<file path="src/lkv_pkg.sv">
// Shared types and constants for the LRU key-value cache.
// Used by the entry unit and the top level; depends on nothing.
package lkv_pkg;

	localparam int KEY_W = 32;
	localparam int VAL_W = 32;
	localparam int CFG_W = 5;

	localparam logic OP_GET = 1'b0;
	localparam logic OP_PUT = 1'b1;

	localparam logic [CFG_W-1:0] CAP_RESET  = 5'd16;
	localparam logic [VAL_W-1:0] MISS_VALUE = 32'hFFFF_FFFF;

	// Commands from the sequencer to the entry unit.
	typedef struct packed {
		logic start;
		logic scan;
		logic sweep;
		logic inc_all;
	} lkv_ctrl_t;

	// Results gathered by the entry unit during a scan.
	typedef struct packed {
		logic hit;
		logic pick_found;
		logic free_found;
	} lkv_stat_t;

endpackage

</file>
<file path="src/lkv_ram.sv">
// Generic simple dual-port RAM: one write port, one registered read port.
// Standalone; used for the key, value and rank stores.
module lkv_ram #(
	parameter int WIDTH = 32,
	parameter int DEPTH = 16
) (
	input  logic                                   clk,
	input  logic                                   wr_en,
	input  logic [((DEPTH > 1) ? $clog2(DEPTH) : 1)-1:0] wr_addr,
	input  logic [WIDTH-1:0]                       wr_data,
	input  logic [((DEPTH > 1) ? $clog2(DEPTH) : 1)-1:0] rd_addr,
	output logic [WIDTH-1:0]                       rd_data
);

	logic [WIDTH-1:0] mem_q [DEPTH];
	logic [WIDTH-1:0] rd_data_q;

	always_ff @(posedge clk) begin
		if (wr_en) begin
			mem_q[wr_addr] <= wr_data;
		end
		rd_data_q <= mem_q[rd_addr];
	end

	assign rd_data = rd_data_q;

endmodule

</file>
<file path="src/lkv_entry_unit.sv">
// Shared per-entry unit: key compare, LRU pick, free-slot search and rank aging.
// Handles one stored entry per cycle; depends on lkv_pkg.
module lkv_entry_unit #(
	parameter int IDX_W = 4
) (
	input  logic                      clk,
	input  logic                      arst_n,
	input  lkv_pkg::lkv_ctrl_t        ctrl,
	input  logic [IDX_W-1:0]          idx,
	input  logic                      entry_valid,
	input  logic [lkv_pkg::KEY_W-1:0] lookup_key,
	input  logic [lkv_pkg::KEY_W-1:0] key_data,
	input  logic [IDX_W-1:0]          rank_data,
	input  logic [IDX_W-1:0]          touch_rank,
	output lkv_pkg::lkv_stat_t        stat,
	output logic [IDX_W-1:0]          hit_idx,
	output logic [IDX_W-1:0]          hit_rank,
	output logic [IDX_W-1:0]          pick_idx,
	output logic [IDX_W-1:0]          free_idx,
	output logic [IDX_W-1:0]          rank_new,
	output logic                      rank_we
);

	import lkv_pkg::*;

	logic             hit_q;
	logic             pick_found_q;
	logic             free_found_q;
	logic [IDX_W-1:0] hit_idx_q;
	logic [IDX_W-1:0] hit_rank_q;
	logic [IDX_W-1:0] pick_idx_q;
	logic [IDX_W-1:0] pick_rank_q;
	logic [IDX_W-1:0] free_idx_q;
	logic             key_match;
	logic             older;
	logic             bump;

	assign key_match = entry_valid && (key_data == lookup_key);
	assign older     = !pick_found_q || (rank_data > pick_rank_q);
	assign bump      = entry_valid && (ctrl.inc_all || (rank_data < touch_rank));

	always_ff @(posedge clk or negedge arst_n) begin
		if (!arst_n) begin
			hit_q        <= 1'b0;
			pick_found_q <= 1'b0;
			free_found_q <= 1'b0;
		end else if (ctrl.start) begin
			hit_q        <= 1'b0;
			pick_found_q <= 1'b0;
			free_found_q <= 1'b0;
		end else if (ctrl.scan) begin
			if (key_match) begin
				hit_q <= 1'b1;
			end
			if (entry_valid && older) begin
				pick_found_q <= 1'b1;
			end
			if (!entry_valid) begin
				free_found_q <= 1'b1;
			end
		end
	end

	always_ff @(posedge clk) begin
		if (ctrl.scan) begin
			if (key_match) begin
				hit_idx_q  <= idx;
				hit_rank_q <= rank_data;
			end
			if (entry_valid && older) begin
				pick_idx_q  <= idx;
				pick_rank_q <= rank_data;
			end
			// Only the lowest free slot is kept.
			if (!entry_valid && !free_found_q) begin
				free_idx_q <= idx;
			end
		end
	end

	assign stat.hit        = hit_q;
	assign stat.pick_found = pick_found_q;
	assign stat.free_found = free_found_q;
	assign hit_idx         = hit_idx_q;
	assign hit_rank        = hit_rank_q;
	assign pick_idx        = pick_idx_q;
	assign free_idx        = free_idx_q;
	assign rank_new        = rank_data + IDX_W'(1);
	assign rank_we         = ctrl.sweep && bump;

endmodule

</file>
<file path="src/lru_key_value_cache.sv">
// Top level of the LRU key-value cache: sequencer, valid bits, entry count, stores.
// Depends on lkv_pkg, lkv_ram and lkv_entry_unit.
//
// Usage: each input beat carries op (get or put), lookup_key and write_value.
// Each input beat yields exactly one output beat with found and read_value.
// A get hit returns the stored value; every other beat returns all ones.
// The input side takes one beat at a time: in_stall is high from the beat
// until the sequencer is back in its idle state.
// Between one accepted beat and the next, the cache makes one pass over all
// entries through the shared entry unit to search, then, for all but a get miss,
// one more pass through the rank store to age ranks. The output beat shows up
// in the same cycle in which the next input beat can be taken.
// The result sits in an output register; while out_stall holds it there the
// next input beat is still accepted and processed, and waits at its end.
// cfg_write_en writes the capacity register; 0 acts as 1 and values above
// MAX_ENTRIES act as MAX_ENTRIES. Write it only while the cache is idle.
// Reset clears all valid bits, the entry count and the output register, and
// sets the capacity to 16. The stores need no clearing pass.
module lru_key_value_cache #(
	parameter int MAX_ENTRIES = 16
) (
	input  logic                             clk,
	input  logic                             arst_n,
	input  logic                             cfg_write_en,
	input  logic [lkv_pkg::CFG_W-1:0]        cfg_write_data,
	input  logic                             in_valid,
	output logic                             in_stall,
	input  logic                             op,
	input  logic signed [lkv_pkg::KEY_W-1:0] lookup_key,
	input  logic signed [lkv_pkg::VAL_W-1:0] write_value,
	output logic                             out_valid,
	input  logic                             out_stall,
	output logic                             found,
	output logic signed [lkv_pkg::VAL_W-1:0] read_value
);

	import lkv_pkg::*;

	localparam int IDX_W = (MAX_ENTRIES > 1) ? $clog2(MAX_ENTRIES) : 1;
	localparam int CNT_W = $clog2(MAX_ENTRIES + 1);
	localparam int CMP_W = (CNT_W > CFG_W) ? CNT_W : CFG_W;

	localparam logic [2:0] S_IDLE  = 3'd0;
	localparam logic [2:0] S_SCAN  = 3'd1;
	localparam logic [2:0] S_VREAD = 3'd2;
	localparam logic [2:0] S_SWEEP = 3'd3;
	localparam logic [2:0] S_FIN   = 3'd4;
	localparam logic [2:0] S_DONE  = 3'd5;

	logic [2:0]       state_q;
	logic [CFG_W-1:0] cap_reg_q;
	logic [CNT_W-1:0] count_q;
	logic             valid_q [MAX_ENTRIES];
	logic [CNT_W-1:0] idx_q;
	logic             rd_s1;
	logic [IDX_W-1:0] idx_s1;

	logic             op_q;
	logic [KEY_W-1:0] key_q;
	logic [VAL_W-1:0] wval_q;
	logic             hit_q;
	logic [VAL_W-1:0] rval_q;
	logic [IDX_W-1:0] target_q;
	logic [IDX_W-1:0] touch_rank_q;
	logic             inc_all_q;
	logic             insert_q;

	logic             out_valid_q;
	logic             out_found_q;
	logic [VAL_W-1:0] out_value_q;

	lkv_ctrl_t        ctrl;
	lkv_stat_t        stat;
	logic [IDX_W-1:0] hit_idx;
	logic [IDX_W-1:0] hit_rank;
	logic [IDX_W-1:0] pick_idx;
	logic [IDX_W-1:0] free_idx;
	logic [IDX_W-1:0] rank_new;
	logic             unit_rank_we;

	logic [KEY_W-1:0] key_rd;
	logic [VAL_W-1:0] val_rd;
	logic [IDX_W-1:0] rank_rd;

	logic             in_accept;
	logic             pass_end;
	logic             issue;
	logic [CMP_W-1:0] cap_now;
	logic             full;
	logic             evict;
	logic             slot_ok;
	logic [IDX_W-1:0] slot;
	logic             can_load;

	logic             key_we;
	logic             val_we;
	logic             rank_we;
	logic [IDX_W-1:0] rank_wa;
	logic [IDX_W-1:0] rank_wd;

	assign in_stall  = (state_q != S_IDLE);
	assign in_accept = in_valid && !in_stall;
	assign issue     = (idx_q < CNT_W'(MAX_ENTRIES));
	assign pass_end  = !issue && !rd_s1;
	assign can_load  = !out_valid_q || !out_stall;

	// Effective capacity: clamp the register to the range 1 to MAX_ENTRIES.
	always_comb begin
		if (cap_reg_q == '0) begin
			cap_now = CMP_W'(1);
		end else if (CMP_W'(cap_reg_q) > CMP_W'(MAX_ENTRIES)) begin
			cap_now = CMP_W'(MAX_ENTRIES);
		end else begin
			cap_now = CMP_W'(cap_reg_q);
		end
	end

	assign full  = (CMP_W'(count_q) >= cap_now);
	assign evict = full && stat.pick_found;

	// New entries go to the lowest free slot, counting the one just evicted.
	always_comb begin
		slot_ok = 1'b1;
		if (evict) begin
			slot = (stat.free_found && (free_idx < pick_idx)) ? free_idx : pick_idx;
		end else if (stat.free_found) begin
			slot = free_idx;
		end else begin
			slot    = free_idx;
			slot_ok = 1'b0;
		end
	end

	assign ctrl.start   = in_accept;
	assign ctrl.scan    = rd_s1 && (state_q == S_SCAN);
	assign ctrl.sweep   = rd_s1 && (state_q == S_SWEEP);
	assign ctrl.inc_all = inc_all_q;

	lkv_entry_unit #(
		.IDX_W(IDX_W)
	) u_unit (
		.clk        (clk),
		.arst_n     (arst_n),
		.ctrl       (ctrl),
		.idx        (idx_s1),
		.entry_valid(valid_q[idx_s1]),
		.lookup_key (key_q),
		.key_data   (key_rd),
		.rank_data  (rank_rd),
		.touch_rank (touch_rank_q),
		.stat       (stat),
		.hit_idx    (hit_idx),
		.hit_rank   (hit_rank),
		.pick_idx   (pick_idx),
		.free_idx   (free_idx),
		.rank_new   (rank_new),
		.rank_we    (unit_rank_we)
	);

	assign key_we  = (state_q == S_FIN) && insert_q;
	assign val_we  = (state_q == S_FIN) && (op_q == OP_PUT);
	assign rank_we = ((state_q == S_SWEEP) && unit_rank_we) || (state_q == S_FIN);
	assign rank_wa = (state_q == S_FIN) ? target_q : idx_s1;
	assign rank_wd = (state_q == S_FIN) ? '0 : rank_new;

	lkv_ram #(
		.WIDTH(KEY_W),
		.DEPTH(MAX_ENTRIES)
	) u_key_ram (
		.clk    (clk),
		.wr_en  (key_we),
		.wr_addr(target_q),
		.wr_data(key_q),
		.rd_addr(idx_q[IDX_W-1:0]),
		.rd_data(key_rd)
	);

	lkv_ram #(
		.WIDTH(VAL_W),
		.DEPTH(MAX_ENTRIES)
	) u_val_ram (
		.clk    (clk),
		.wr_en  (val_we),
		.wr_addr(target_q),
		.wr_data(wval_q),
		.rd_addr(hit_idx),
		.rd_data(val_rd)
	);

	lkv_ram #(
		.WIDTH(IDX_W),
		.DEPTH(MAX_ENTRIES)
	) u_rank_ram (
		.clk    (clk),
		.wr_en  (rank_we),
		.wr_addr(rank_wa),
		.wr_data(rank_wd),
		.rd_addr(idx_q[IDX_W-1:0]),
		.rd_data(rank_rd)
	);

	always_ff @(posedge clk or negedge arst_n) begin
		if (!arst_n) begin
			cap_reg_q <= CAP_RESET;
		end else if (cfg_write_en) begin
			cap_reg_q <= cfg_write_data;
		end
	end

	// Sequencer, entry count and valid bits.
	always_ff @(posedge clk or negedge arst_n) begin
		if (!arst_n) begin
			state_q <= S_IDLE;
			count_q <= '0;
			rd_s1   <= 1'b0;
			idx_q   <= '0;
			for (int i = 0; i < MAX_ENTRIES; i++) begin
				valid_q[i] <= 1'b0;
			end
		end else begin
			rd_s1 <= ((state_q == S_SCAN) || (state_q == S_SWEEP)) && issue;
			unique case (state_q)
				S_IDLE: begin
					if (in_accept) begin
						idx_q   <= '0;
						state_q <= S_SCAN;
					end
				end
				S_SCAN: begin
					if (issue) begin
						idx_q <= idx_q + CNT_W'(1);
					end else if (pass_end) begin
						idx_q <= '0;
						if (op_q == OP_GET) begin
							state_q <= stat.hit ? S_VREAD : S_DONE;
						end else if (stat.hit) begin
							state_q <= S_SWEEP;
						end else begin
							if (evict) begin
								valid_q[pick_idx] <= 1'b0;
								count_q           <= count_q - CNT_W'(1);
							end
							state_q <= slot_ok ? S_SWEEP : S_DONE;
						end
					end
				end
				S_VREAD: begin
					state_q <= S_SWEEP;
				end
				S_SWEEP: begin
					if (issue) begin
						idx_q <= idx_q + CNT_W'(1);
					end else if (pass_end) begin
						state_q <= S_FIN;
					end
				end
				S_FIN: begin
					if (insert_q) begin
						valid_q[target_q] <= 1'b1;
						count_q           <= count_q + CNT_W'(1);
					end
					state_q <= S_DONE;
				end
				S_DONE: begin
					if (can_load) begin
						state_q <= S_IDLE;
					end
				end
				default: begin
					state_q <= S_IDLE;
				end
			endcase
		end
	end

	always_ff @(posedge clk) begin
		idx_s1 <= idx_q[IDX_W-1:0];
		if (in_accept) begin
			op_q   <= op;
			key_q  <= lookup_key;
			wval_q <= write_value;
			rval_q <= MISS_VALUE;
		end
		if ((state_q == S_SCAN) && pass_end) begin
			hit_q        <= stat.hit;
			insert_q     <= (op_q == OP_PUT) && !stat.hit;
			inc_all_q    <= (op_q == OP_PUT) && !stat.hit;
			target_q     <= stat.hit ? hit_idx : slot;
			touch_rank_q <= hit_rank;
		end
		if (state_q == S_VREAD) begin
			rval_q <= val_rd;
		end
	end

	// Output register: a finished result waits here until the receiver takes it.
	always_ff @(posedge clk or negedge arst_n) begin
		if (!arst_n) begin
			out_valid_q <= 1'b0;
		end else if ((state_q == S_DONE) && can_load) begin
			out_valid_q <= 1'b1;
		end else if (!out_stall) begin
			out_valid_q <= 1'b0;
		end
	end

	always_ff @(posedge clk) begin
		if ((state_q == S_DONE) && can_load) begin
			out_found_q <= hit_q;
			out_value_q <= rval_q;
		end
	end

	assign out_valid  = out_valid_q;
	assign found      = out_found_q;
	assign read_value = out_value_q;

endmodule

</file>
<file path="config.mk">
export PLATFORM = sky130hd
export DESIGN_NAME = lru_key_value_cache
export DESIGN_NICKNAME = d
export VERILOG_FILES = /design/src/lkv_pkg.sv /design/src/lkv_ram.sv /design/src/lkv_entry_unit.sv /design/src/lru_key_value_cache.sv
export SDC_FILE = /design/constraint.sdc
export NUM_CORES = 1
export LEC_CHECK = 0
export BUFFER_PORTS_ARGS = -buffer_cell sky130_fd_sc_hd__buf_2
export CORE_MARGIN = 4
export CORE_UTILIZATION = 40
export DETAILED_ROUTE_END_ITERATION = 10
export GPL_TIMING_DRIVEN = 0
export HOLD_SLACK_MARGIN = 0.08
export PLACE_DENSITY = 0.6
export SLEW_MARGIN = 30
export SYNTH_ARGS = -nofsm -noshare
export SYNTH_HDL_FRONTEND = slang
export SYNTH_SLANG_ARGS = --single-unit
</file>
<file path="constraint.sdc">
create_clock -name clk -period 4.31 [get_ports clk]
set_input_delay 0.862 -clock clk [delete_from_list [all_inputs] [get_ports clk]]
set_output_delay 0.862 -clock clk [all_outputs]
set_load 0.005 [all_outputs]
</file>
==> results.toml <==
[outcome]
status = "finished, final reports clean"

[worst_setup_path]
crit_path_start_kind = "flip-flop"
cp_slowest_cell = "nor4_1"
path_buf_inv = 0
crit_arrival_ns = 3.69
crit_end = "u_unit.hit_rank[2]"
r2r_end = "u_unit.hit_rank[2]"
r2r-start = "key_q[24]"
crit_cells = 4
crit_start = "key_q[24]"
worstPathCellList = "xnor2_1, nand4_1, nor4_1, and4_4"
reg2reg_depth = 4
r2r_slack_ns = 1.04
cp-end-kind = "flip-flop"
crit_family = "simple AND/OR/NAND/NOR gates"
criticalPathCategory = "flip-flop to flip-flop"
cpPeakStageDelay_ns = 0.97
crit_fanout = 17
worst_ep_required_time_ns = 4.74

[floorplanning]
initial_core_util_pct = 40.5
die_h_um = 365
die_area_mm2 = 0.134
core_area_mm2 = 0.126
io-pin-count = 110
rows = 130
fp.dieW_um = 365

[synth]
syn_inst = 2491
async_reset_ff_share_pct = 2.87
yosysSeqAreaShare_pct = 78.1
synth.area.top_cells = "edfxtp_1 73%, mux4_2 10%, dfxtp_1 2.8%, mux2i_1 2.2%, dfrtp_1 1.9%"
avgSynthCellArea_um2 = 20.5
yosysTopAreaCell = "edfxtp_1"
synth_enable_flop_cells = 1248
synth_seq_cells = 1359
ys.flop_type = "edfxtp_1"
syn_area_mm2 = 0.0511
yosysWarnings = 0
synth_cell_type_count = 60
synth_top_cell_area_share_pct = 73.4
syn_nets = 2588

[layout]
layout_commonest_cell = "edfxtp_1"
final_core_util_pct = 47.9
syn2layout_area_growth_pct = 18.4
drive_gt1_share_pct = 26.2
layout.nets = 2904
mostFrequentLayoutCells = "1248 x edfxtp_1, 232 x mux4_2, 148 x buf_2"

[global_route]
grt_usage_pct = 18.5
grt_busiest_layer = "met2"
use_met1_pct = 24.4
grt-ovfl-total = 0
grt_pass1_vias = 26200
grt_max_degree = 40
grt_use_met2_pct = 31.1
met3_usage_pct = 3.49
grt_pass1_wl_mm = 178
antenna_found_initial = 4

[clock_network]
cts_tree = "done"
clock-sinks = 1359
cts-buffers-inserted = 136
clk_latency_ns = 0.75
path_clk_slew_ns = 0.06
cts-root-buf = "clkbuf_16"
cts_max_level = 4
cts_setup_buffers = 0
hold_buffers = 0
cts_resized = 0
clockBufferDepth = 3

[placement]
hpwl_mm = 79.9
finalWeightedCongestion = 0.825
port_buffers = 109

[sta]
timing.fmax_mhz = 306
hold_viol = 0
relSlewSlack_pct = 24.2
tightestPinTransition_ns = 1.13
setup_viol = 0
slew_violations = 0
period_share_pct = 75.8
skew_ns = 0.0243
whs_ns = 0.0920
min_period_ns = 3.27
rsz0062_at_grt = "no"

[power_and_ir_drop]
p_leak_uw = 0.0196
vdd_drop_max_v = 0.000446
pwr_density_cell_mw_per_mm2 = 559

[routing]
drcViolationCount = 0
antenna_left = 0
drtIter0Drc = 2488
post_drt_wl_per_cell_um = 26.8
drt_wl_total_mm = 123
num_vias = 25600
dr.pass1.iters = 8
viasPerCell = 5.59

[run]
maxCapViolations = 0

[worst_hold_path]
worstHoldPathType = "input pin to async pin"
## worst min-delay path by stage
stage | slack (ns) | startpoint | to | cells after the start
global placement | 0.40 | u_unit.hit_rank[0] | touch_rank_q[0] | 0
CTS | 0.22 | lookup_key[19] | key_q[19] | 1
detailed placement | 0.41 | rval_q[0] | read_value[0] | 0
floorplan | 0.37 | idx_q[0] | idx_s1[0] | 0
global route | 0.10 | arst_n | cap_reg_q[2] | 1
finish | 0.09 | arst_n | cap_reg_q[2] | 1
## cells by family (layout without fill, tap and decap cells)
| group | count (synthesis) | in the layout | share of synthesized area (%) |
|---|---|---|---|
| mux | 390 | 390 | 13.5 |
| fa+ha+maj | 22 | 22 | 0.553 |
| buf+inv | 143 | 572 | 1.20 |
| other cells | 0 | 1 | 0 |
| simple gates | 254 | 254 | 2.40 |
| compound gates | 283 | 283 | 3.54 |
| xor+xnor | 40 | 40 | 0.686 |
| flops | 1359 | 1359 | 78.1 |
## Yosys cell counts (all sizes together) (4+ instances only)
master and instances:
mux4 235, o22ai 5, nand3b 4, a31oi 4, o21a 6, o211ai 5
dfxtp 72, edfxtp 1248, mux2 44, o21ai 100, nand3 23, a22oi 37
a21oi 57, nor4 5, a21o 6, xnor2 37, or3 33, ha 21
nor2 69, nand2 71, inv 23, nor3 9, o31ai 5, dfrtp 38
clkbuf 71, a221oi 36, nand4 12, o31a 6, mux2i 111, o32ai 6
buf 49, nor2b 5, nand2b 12
## metal layers
metal,vias to the layer above,part of all wire (%)
met2,989,50
met3,203,6.5
met4,2,2.5
met1,13500,41
li1,10900,-
met5,-,0.0065
## layout make-up
type                            instances  area (µm²)
Clock buffer                          185        3810
Tap cell                             1650        2060
Buffer                                120         537
Fill cell                           10200       65800
Timing Repair Buffer                  178        2360
Sequential cell                      1359       39900
Clock inverter                         66         846
Inverter                               23        91.3
Antenna cell                            1        2.50
Multi-Input combinational cell        989       10900
## stage by stage
stage / total power (µW) / cell area (µm²) / cells / worst slack, ns / TNS, ns
floorplan: 19700 / 51100 / 2491 / 0.629 / 0
global placement: 21600 / 53700 / 4250 / -1.96 / -976.71
detailed placement: 21800 / 55800 / 4318 / 1.06 / 0
CTS: 34000 / 60400 / 4569 / 1.04 / 0
global route: 35100 / 60500 / 4571 / 0.982 / 0
finish: 33800 / 60500 / 4571 / 1.04 / 0
## power breakdown
| group | internal [µW] | switching, µW |
|---|---|---|
| registers | 15300 | 618 |
| logic | 2140 | 3470 |
| clock network | 7320 | 4920 |
## state kept, by name, summed over array words and instances, names as in the netlist, 5 cells and up
| signal | count |
|---|---|
| cap_reg_q | 5 |
| count_q | 5 |
| idx_q | 5 |
| key_q | 32 |
| read_value | 32 |
| rval_q | 32 |
| u_key_ram.mem_q | 512 |
| u_key_ram.rd_data | 32 |
| u_rank_ram.mem_q | 64 |
| u_val_ram.mem_q | 512 |
| u_val_ram.rd_data | 32 |
| valid_q | 16 |
| wval_q | 32 |
Note: power is estimated with default switching activity, not from simulation.
